--- src/hw/rtl/dscs_pkg.sv ---
package dscs_pkg;

    localparam int NUM_LANES      = 2;
    localparam int NUM_STAGES     = 5;
    localparam int STRIDE_STAGES  = 4;
    localparam int DIV_BITS       = 4;

    localparam logic [7:0] CRC_POLY = 8'h07;
    localparam logic [7:0] CRC_INIT = 8'h00;
    localparam logic [7:0] GEN_HALF = 8'd128;

    localparam logic BYTE_ORDER_LOW_FIRST  = 1'b0;
    localparam logic BYTE_ORDER_HIGH_FIRST = 1'b1;

    localparam logic STATUS_CHOSEN   = 1'b0;
    localparam logic STATUS_RECOVERY = 1'b1;

    // one slot as it moves down the pipeline
    typedef struct packed {
        logic [7:0]  b0;
        logic [7:0]  b1;
        logic [7:0]  b2;
        logic [7:0]  b3;
        logic [15:0] ptr;
        logic        in_range;
        logic [15:0] offset;
        logic [7:0]  crc;
        logic        crc_ok;
        logic [7:0]  rem;
        logic        aligned;
    } lane_t;

    // crc-8, msb first, one byte
    function automatic logic [7:0] crc_byte(input logic [7:0] crc_in, input logic [7:0] data);
        logic [7:0] c;
        c = crc_in ^ data;
        for (int i = 0; i < 8; i++)
        begin
            c = c[7] ? ({c[6:0], 1'b0} ^ CRC_POLY) : {c[6:0], 1'b0};
        end
        return c;
    endfunction

    // four restoring remainder steps, dividend bits msb first
    function automatic logic [7:0] div_step(input logic [7:0] rem_in,
                                            input logic [DIV_BITS-1:0] bits,
                                            input logic [7:0] divisor);
        logic [8:0] t;
        logic [7:0] r;
        r = rem_in;
        for (int k = DIV_BITS - 1; k >= 0; k--)
        begin
            t = {r, bits[k]};
            if (t >= {1'b0, divisor})
            begin
                t = t - {1'b0, divisor};
            end
            r = t[7:0];
        end
        return r;
    endfunction

endpackage

--- src/hw/rtl/dual_slot_checkpoint_select_unit.sv ---
// Picks the live checkpoint out of two redundant 4-byte slots (pointer, generation,
// crc-8 poly 0x07). A new slot pair is taken in every cycle that start is high; busy
// never rises. Each result comes out with done high for one cycle, in start order. The
// pipeline depth is set by the remainder check of the pointer offset against
// record_stride, a 16-bit restoring division cut into four stages of four bits each,
// with the crc bytes folded in alongside it. The receiver cannot stall the block,
// so done must be taken when it appears. The byte order register is written through
// cfg_valid/cfg_ready/cfg_data and must only change while no transaction is in flight.
module dual_slot_checkpoint_select_unit (
    input  logic        clk,
    input  logic        rst_n,
    input  logic        start,
    output logic        busy,
    input  logic [7:0]  slot_a_byte0,
    input  logic [7:0]  slot_a_byte1,
    input  logic [7:0]  slot_a_byte2,
    input  logic [7:0]  slot_a_byte3,
    input  logic [7:0]  slot_b_byte0,
    input  logic [7:0]  slot_b_byte1,
    input  logic [7:0]  slot_b_byte2,
    input  logic [7:0]  slot_b_byte3,
    input  logic [15:0] region_start,
    input  logic [15:0] region_end,
    input  logic [7:0]  record_stride,
    input  logic        cfg_valid,
    output logic        cfg_ready,
    input  logic        cfg_data,
    output logic        done,
    output logic        status,
    output logic        chosen_slot,
    output logic [15:0] pointer,
    output logic [7:0]  generation
);
    import dscs_pkg::*;

    logic [7:0] in_bytes [NUM_LANES][4];

    logic                  byte_order_reg;
    logic [NUM_STAGES-1:0] vld_reg;
    lane_t                 lane_reg  [NUM_STAGES][NUM_LANES];
    lane_t                 lane_next [NUM_STAGES][NUM_LANES];
    logic [7:0]            stride_reg [STRIDE_STAGES];

    logic        done_reg;
    logic        status_reg;
    logic        status_next;
    logic        chosen_slot_reg;
    logic        chosen_slot_next;
    logic [15:0] pointer_reg;
    logic [15:0] pointer_next;
    logic [7:0]  generation_reg;
    logic [7:0]  generation_next;

    assign busy      = 1'b0;
    assign cfg_ready = 1'b1;

    assign in_bytes[0][0] = slot_a_byte0;
    assign in_bytes[0][1] = slot_a_byte1;
    assign in_bytes[0][2] = slot_a_byte2;
    assign in_bytes[0][3] = slot_a_byte3;
    assign in_bytes[1][0] = slot_b_byte0;
    assign in_bytes[1][1] = slot_b_byte1;
    assign in_bytes[1][2] = slot_b_byte2;
    assign in_bytes[1][3] = slot_b_byte3;

    always_ff @(posedge clk or negedge rst_n)
    begin
        if (!rst_n)
        begin
            byte_order_reg <= BYTE_ORDER_LOW_FIRST;
        end
        else if (cfg_valid && cfg_ready)
        begin
            byte_order_reg <= cfg_data;
        end
    end

    always_comb
    begin
        for (int i = 0; i < NUM_LANES; i++)
        begin
            // stage 0: pointer assembly, range check, offset, first crc byte
            lane_next[0][i].b0 = in_bytes[i][0];
            lane_next[0][i].b1 = in_bytes[i][1];
            lane_next[0][i].b2 = in_bytes[i][2];
            lane_next[0][i].b3 = in_bytes[i][3];
            lane_next[0][i].ptr = (byte_order_reg == BYTE_ORDER_HIGH_FIRST)
                                  ? {in_bytes[i][0], in_bytes[i][1]}
                                  : {in_bytes[i][1], in_bytes[i][0]};
            lane_next[0][i].in_range = (lane_next[0][i].ptr >= region_start)
                                       && (lane_next[0][i].ptr <= region_end);
            lane_next[0][i].offset   = lane_next[0][i].ptr - region_start;
            lane_next[0][i].crc      = crc_byte(CRC_INIT, in_bytes[i][0]);
            lane_next[0][i].crc_ok   = 1'b0;
            lane_next[0][i].rem      = '0;
            lane_next[0][i].aligned  = 1'b0;

            lane_next[1][i]     = lane_reg[0][i];
            lane_next[1][i].crc = crc_byte(lane_reg[0][i].crc, lane_reg[0][i].b1);
            lane_next[1][i].rem = div_step(lane_reg[0][i].rem, lane_reg[0][i].offset[15:12],
                                           stride_reg[0]);

            lane_next[2][i]     = lane_reg[1][i];
            lane_next[2][i].crc = crc_byte(lane_reg[1][i].crc, lane_reg[1][i].b2);
            lane_next[2][i].rem = div_step(lane_reg[1][i].rem, lane_reg[1][i].offset[11:8],
                                           stride_reg[1]);

            lane_next[3][i]        = lane_reg[2][i];
            lane_next[3][i].crc_ok = (lane_reg[2][i].crc == lane_reg[2][i].b3);
            lane_next[3][i].rem    = div_step(lane_reg[2][i].rem, lane_reg[2][i].offset[7:4],
                                              stride_reg[2]);

            lane_next[4][i]         = lane_reg[3][i];
            lane_next[4][i].rem     = div_step(lane_reg[3][i].rem, lane_reg[3][i].offset[3:0],
                                               stride_reg[3]);
            // zero stride never lines up
            lane_next[4][i].aligned = (lane_next[4][i].rem == 8'd0)
                                      && (stride_reg[3] != 8'd0);
        end
    end

    always_ff @(posedge clk or negedge rst_n)
    begin
        if (!rst_n)
        begin
            vld_reg <= '0;
        end
        else
        begin
            vld_reg <= {vld_reg[NUM_STAGES-2:0], start && !busy};
        end
    end

    always_ff @(posedge clk)
    begin
        lane_reg      <= lane_next;
        stride_reg[0] <= record_stride;
        for (int s = 1; s < STRIDE_STAGES; s++)
        begin
            stride_reg[s] <= stride_reg[s-1];
        end
    end

    // final stage: pick a slot
    always_comb
    begin
        lane_t      l0;
        lane_t      l1;
        logic [7:0] gen_diff;
        logic       bad;
        logic       same;
        logic       recover;
        logic       pick;

        l0       = lane_reg[NUM_STAGES-1][0];
        l1       = lane_reg[NUM_STAGES-1][1];
        gen_diff = l1.b2 - l0.b2;
        same     = (l0.b0 == l1.b0) && (l0.b1 == l1.b1) && (l0.b2 == l1.b2)
                   && (l0.b3 == l1.b3);
        // a slot with a good crc but a bad pointer forces recovery
        bad      = (l0.crc_ok && !(l0.in_range && l0.aligned))
                   || (l1.crc_ok && !(l1.in_range && l1.aligned));
        recover  = 1'b0;
        pick     = 1'b0;

        priority if (bad || (!l0.crc_ok && !l1.crc_ok))
        begin
            recover = 1'b1;
        end
        else if (l0.crc_ok && l1.crc_ok)
        begin
            priority if (gen_diff == 8'd0)
            begin
                recover = !same;
            end
            else if (gen_diff == GEN_HALF)
            begin
                recover = 1'b1;
            end
            else
            begin
                pick = (gen_diff < GEN_HALF);
            end
        end
        else
        begin
            pick = l1.crc_ok;
        end

        if (recover)
        begin
            status_next      = STATUS_RECOVERY;
            chosen_slot_next = 1'b0;
            pointer_next     = '0;
            generation_next  = '0;
        end
        else
        begin
            status_next      = STATUS_CHOSEN;
            chosen_slot_next = pick;
            pointer_next     = pick ? l1.ptr : l0.ptr;
            generation_next  = pick ? l1.b2 : l0.b2;
        end
    end

    always_ff @(posedge clk or negedge rst_n)
    begin
        if (!rst_n)
        begin
            done_reg <= 1'b0;
        end
        else
        begin
            done_reg <= vld_reg[NUM_STAGES-1];
        end
    end

    always_ff @(posedge clk)
    begin
        status_reg      <= status_next;
        chosen_slot_reg <= chosen_slot_next;
        pointer_reg     <= pointer_next;
        generation_reg  <= generation_next;
    end

    assign done        = done_reg;
    assign status      = status_reg;
    assign chosen_slot = chosen_slot_reg;
    assign pointer     = pointer_reg;
    assign generation  = generation_reg;

`ifndef SYNTH
    // every accepted transaction comes out with done high
    a_latency_fwd: assert property (@(posedge clk) disable iff (!rst_n)
        (start && !busy) |-> ##6 done)
        else $error("accepted transaction produced no result");

    a_latency_back: assert property (@(posedge clk) disable iff (!rst_n)
        done |-> $past(start && !busy, 6))
        else $error("result without a matching transaction");

    a_recovery_zero: assert property (@(posedge clk) disable iff (!rst_n)
        (done && status == STATUS_RECOVERY) |->
            (chosen_slot == 1'b0 && pointer == 16'd0 && generation == 8'd0))
        else $error("recovery result carries nonzero fields");

    a_pipe_tail: assert property (@(posedge clk) disable iff (!rst_n)
        vld_reg[NUM_STAGES-1] |=> done)
        else $error("last stage valid lost before output");
`endif

endmodule
--- config.mk ---
export PLATFORM = sky130hd
export DESIGN_NAME = dual_slot_checkpoint_select_unit
export DESIGN_NICKNAME = d
export VERILOG_FILES = /design/src/hw/rtl/dscs_pkg.sv /design/src/hw/rtl/dual_slot_checkpoint_select_unit.sv
export SDC_FILE = /design/constraint.sdc
export NUM_CORES = 1
export LEC_CHECK = 0
export ABC_AREA = 1
export CAP_MARGIN = 0
export CORE_ASPECT_RATIO = 0.7
export CORE_MARGIN = 5
export CORE_UTILIZATION = 45
export CTS_CLUSTER_SIZE = 20
export DETAILED_ROUTE_END_ITERATION = 12
export DONT_BUFFER_PORTS = 1
export SLEW_MARGIN = 30
export SYNTH_ARGS = -nofsm -noshare
export SYNTH_HDL_FRONTEND = slang
export SYNTH_SLANG_ARGS = --single-unit
--- constraint.sdc ---
create_clock -name clk -period 12.9 [get_ports clk]
set_clock_uncertainty 0.15 [all_clocks]
set_input_delay 1.29 -clock clk [delete_from_list [all_inputs] [get_ports clk]]
set_output_delay 1.29 -clock clk [all_outputs]
set_load 0.01 [all_outputs]
After elaboration in Yosys (flattened, before gate mapping)

Memories as Yosys holds them, arrays and structs flattened.
Cells that the tools add are included.

Register bits after elaboration: 705
Bits in writable memories: 32
Bits of input ports: 109
Output and inout bits: 29
Memories kept: 1

Memories:

| name       | words | bits a word | rd ports | clocked after Yosys merged registers in | write ports | line                                   | RTL |
|---|---|---|---|---|---|---|---|
| stride_reg | 4     | 8           | 4        | 0                                       | 4           | dual_slot_checkpoint_select_unit.sv:42 | `logic [7:0] stride_reg [STRIDE_STAGES];` |

Add/subtract/negate cells: 35
$lt $le $gt $ge: 37
Equal/unequal tests: 7
Multiplexer cells: 93
Bitwise logic cells: 52
Reductions and logical operators: 24

Operators with widths:

| kind                 | count |
|---|---|
| $ge A9 B8 Y1         | 30 |
| $mux W8              | 33 |
| $sub A8 B8 Y8        | 31 |
| $mux W3              | 48 |
| $not A3 Y3           | 48 |
| $eq A8 B8 Y1         | 6 |
| $mux W16             | 3 |
| $ge A16 B16 Y1       | 2 |
| $le A16 B16 Y1       | 2 |
| $sub A16 B16 Y16     | 2 |
| $xor A8 B8 Y8        | 4 |
| $logic_not A8 Y1     | 3 |
| $ge A1 B8 Y1         | 2 |
| $sub A1 B8 Y8        | 2 |
| $logic_and A1 B1 Y1  | 13 |
| $mux W1              | 9 |
| $eq A8 B8 Y1 const B | 1 |
| $lt A8 B8 Y1 const B | 1 |
| $reduce_bool A8 Y1   | 1 |
| $logic_not A1 Y1     | 5 |
| $logic_or A1 B1 Y1   | 2 |

Depth between registers and ports, before layout

Word-level depth: 17
Gate-level depth with buffers: 51
Depth with buffers taken out: 50

Least setup slack after synthesis

Ideal clock, no wire load.

Path kind: register to register
Start: mem stride_reg[1][1]
End: reg lane_reg[417] (netlist name)
Library setup time: 0.058 ns
Data arrival time: 6.974 ns
Data required time: 12.692 ns
Path slack: 5.718 ns
Stages on the path, launching flop included: 46
Buffers on the path: 2
Cell sequence: dfxtp_1 > inv_1 > ha_1 > inv_1 > o31ai_2 > nand2_1 > nand2_1 > nand2_1 > nand2_1 > buf_4 > mux2_2 > ha_1 > a21oi_1 > o21ai_2 > nand2_1 > o211ai_2 > nand2_1 > nor3b_2 > (+10 left out) > nor2_2 > nand2_1 > buf_6 > o21ai_1 > ha_1 > nand3_1 > nand2_1 > nand2_1 > nand2_1 > a21oi_1 > inv_1 > a21oi_1 > o21bai_1 > a211oi_1 > nand2_1 > nor2_4 > nand2_1 > nand2_1

RTL lines:

| what                 | line                                    | RTL |
|---|---|---|
| from (decl)          | dual_slot_checkpoint_select_unit.sv:42  |  |
| to (signal assigned) | dual_slot_checkpoint_select_unit.sv:136 | `lane_reg <= lane_next;` |
| to (decl)            | dual_slot_checkpoint_select_unit.sv:40  | `lane_t lane_reg [NUM_STAGES][NUM_LANES];` |

==> run_results.csv <==
group,metric,value,unit
timing,tightest_slew,0.901,ns
setup_path,worst_path_most_repeated_cell,"nand2_1",
clock_network,ctsResizeCount,0,
logic_synthesis,synth_edf_count,0,
clock_network,clkTransAtPathRegs,0.07,ns
route,wirelength,78700,um
logic_synthesis,yosysWarnings,0,
die,dieHeight,234,um
logic_synthesis,synth_nets,4045,
timing,period_share,66.5,%
clock_network,clock_latency,0.62,ns
timing,grt_setup_unrepaired,"no",
clock_network,cts_tree,"built",
logic_synthesis,yosys-top-cells-count,"dfxtp_1, nand2_1, inv_1",
setup_path,cp.arrival,8.96,ns
final_layout,final_net_count,4096,
route,drt_iter0_markers,1809,
final_layout,fillers,6709,
logic_synthesis,synth_cell_types,63,
setup_path,crit_required,13.29,ns
setup_path,regToRegSetupSlack,4.32,ns
clock_network,holdBufCountCts,0,
die,initial_core_util,45.3,%
final_layout,seq_area,0.0148,mm^2
timing,period_minus_slack,8.58,ns
die,ios,138,
route,ant_nets,0,
setup_path,cp_max_fo,15,
clock_network,root_buffer,"clkbuf_16",
route,vias_per_cell,4.91,
global_routing,grt_pass1_wl,121000,um
final_layout,multiInputGateArea,0.0158,mm^2
placement,dpl_cell_area,0.0334,mm^2
worst_hold_path,min_path_type,"flip-flop to flip-flop",
clock_network,cts_setup_buffers,0,
logic_synthesis,netlist_top_cells_area,"dfxtp_1, ha_1, nand2_1",
logic_synthesis,yosysTopAreaCellShare,45.2,%
die,dieArea,0.0774,mm^2
timing,relSlewSlack,39.3,%
logic_synthesis,synthesis.area,0.0323,mm^2
timing,setup_tns,0,ns
worst_hold_path,hold_depth,0,
placement,dp_hpwl,61500,um
route,wl_per_cell,16.8,um
placement,io_buffer_count,0,
route,dr.pass1.iters,6,
setup_path,reg2reg_depth,44,
clock_network,htreeDepth,3,
clock_network,clockBufferDepth,3,
setup_path,critPathKind,"flip-flop to flip-flop",
timing,slew_viol_final,0,
setup_path,cp_slowest_cell,"dfxtp_1",
final_layout,largest_reg_flops,490,
die,coreArea,0.0714,mm^2
final_layout,areaGrowthSynthToFinish,10.7,%
placement,place_congestion,0.903,
run,drv_cap,0,
logic_synthesis,syn_avg_cell_area,9.02,um^2
global_routing,grt_max_degree,42,
die,rows,82,
logic_synthesis,ys_seq_area_share,45.7,%
logic_synthesis,synth_top_cell_by_area,"dfxtp_1",
final_layout,layout-drive-gt1-share,6.37,%
timing,setup_violations,0,
timing,fmax,0.117,GHz
run_status,status,"completed",
setup_path,endpoint_kind,"flip-flop",
route,vias,22924,
final_layout,final_area,0.0358,mm^2
placement,place_ws,4.37,ns
logic_synthesis,synth_cells,3588,
clock_network,numCtsBuffers,68,
global_routing,grt_pass1_vias,21137,
global_routing,grt-ovfl-total,0,
route,post-route-drc-count,0,
logic_synthesis,ys_ff_latch,737,
logic_synthesis,async_flop_share,0.950,%
setup_path,startpoint_type,"flip-flop",
global_routing,grt_use_total,20.2,%
timing,finalHoldViolCount,0,
global_routing,antenna_found_initial,20,
timing,setup_ws,4.32,ns
logic_synthesis,synth_ff_type,"dfxtp_1",
logic_synthesis,yosysMostFrequentCell,"dfxtp_1",
die,fp.dieW,330,um
clock_network,clkSinkCount,737,
setup_path,max_stage_delay,0.66,ns
## path summary, 6_finish.rpt
check | start | endpoint
setup / recovery | stride_reg[1][1] | lane_reg[338]
hold / removal | lane_next[521] | lane_next[355]
setup reg to reg | stride_reg[1][1] | lane_reg[338]
hold reg to reg | lane_next[521] | lane_next[355]
max in group asynchronous | rst_n | byte_order_reg
min in group asynchronous | rst_n | byte_order_reg
## cell families (layout without fill, tap and decap cells)
| logic type | Yosys count | in the layout | share of synthesized area [%] |
|---|---|---|---|
| AOI/OAI and AO/OA | 526 | 526 | 9.13 |
| xor gates and xnor gates | 324 | 324 | 8.77 |
| adders and majority gates | 348 | 348 | 14.2 |
| buffers and inverters | 450 | 554 | 5.57 |
| DFF | 737 | 737 | 45.7 |
| muxes | 2 | 2 | 0.0696 |
| other | 2 | 13 | 0.0232 |
| and+or+nand+nor | 1199 | 1199 | 16.5 |
## layout by cell type, fill, tap and decap left out, drive strengths merged, types with 2 or more instances in the layout
master / netlist / final
nor4: 14 / 14
conb: 2 / 2
o21ai: 177 / 177
nor2: 184 / 184
a31oi: 5 / 5
nand3b: 7 / 7
clkinvlp: 0 / 5
or4: 3 / 3
o211ai: 13 / 13
a21boi: 3 / 3
a21oi: 264 / 264
nand3: 161 / 161
dfxtp: 730 / 730
o31ai: 5 / 5
fa: 33 / 33
dfrtp: 7 / 7
a21o: 10 / 10
o2111ai: 2 / 2
o221ai: 2 / 2
o21bai: 12 / 12
or2: 21 / 21
nor3: 38 / 38
nor3b: 5 / 5
clkbuf: 7 / 85
mux2: 2 / 2
xnor2: 140 / 140
ha: 315 / 315
clkinv: 0 / 15
nand2: 698 / 698
bufinv: 0 / 5
a221o: 2 / 2
and2: 4 / 4
buf: 24 / 12
diode: 0 / 11
xor2: 184 / 184
inv: 419 / 432
o21a: 17 / 17
nand4: 63 / 63
a211oi: 11 / 11
## worst max-delay path: cells and delay by family (launching register included)
family	cells	cell delay (ns)
DFF	1	0.66
muxes	1	0.41
buffers and inverters	3	0.61
and+or+nand+nor	21	2.38
adders and majority gates	4	1.51
AOI/OAI and AO/OA	15	2.75
## stage by stage
step | instances | util (%) | hold WS, ns
global placement | 4535 | 46.8 | 0.160
detailed placement | 4535 | 46.8 | 0.162
floorplan | 3588 | - | 0.160
CTS | 4658 | 50.1 | 0.151
finish | 4669 | 50.2 | 0.153
global route | 4660 | 50.1 | 0.160
## layer usage
layer / up-vias / GRT usage (%) / share of wire (%)
met4: 10 / 4.30 / 1.9
met3: 100 / 4.66 / 6.9
met2: 552 / 26.8 / 38
li1: 11886 / - / -
met5: - / 0 / 0.088
met1: 10376 / 32.6 / 54
## cell type report
cell class | count | area share, %
multi-input combinational | 2401 | 44.0
tap | 966 | 3.37
antenna | 11 | 0.0769
inverter | 419 | 4.39
timing repair buffer | 12 | 0.252
sequential | 737 | 41.3
clock inverter | 38 | 1.44
clock buffer | 85 | 5.15
Power is left out: the tool's default activity adds up to more than one toggle a clock period on the data nets, which glitch-free logic cannot reach.
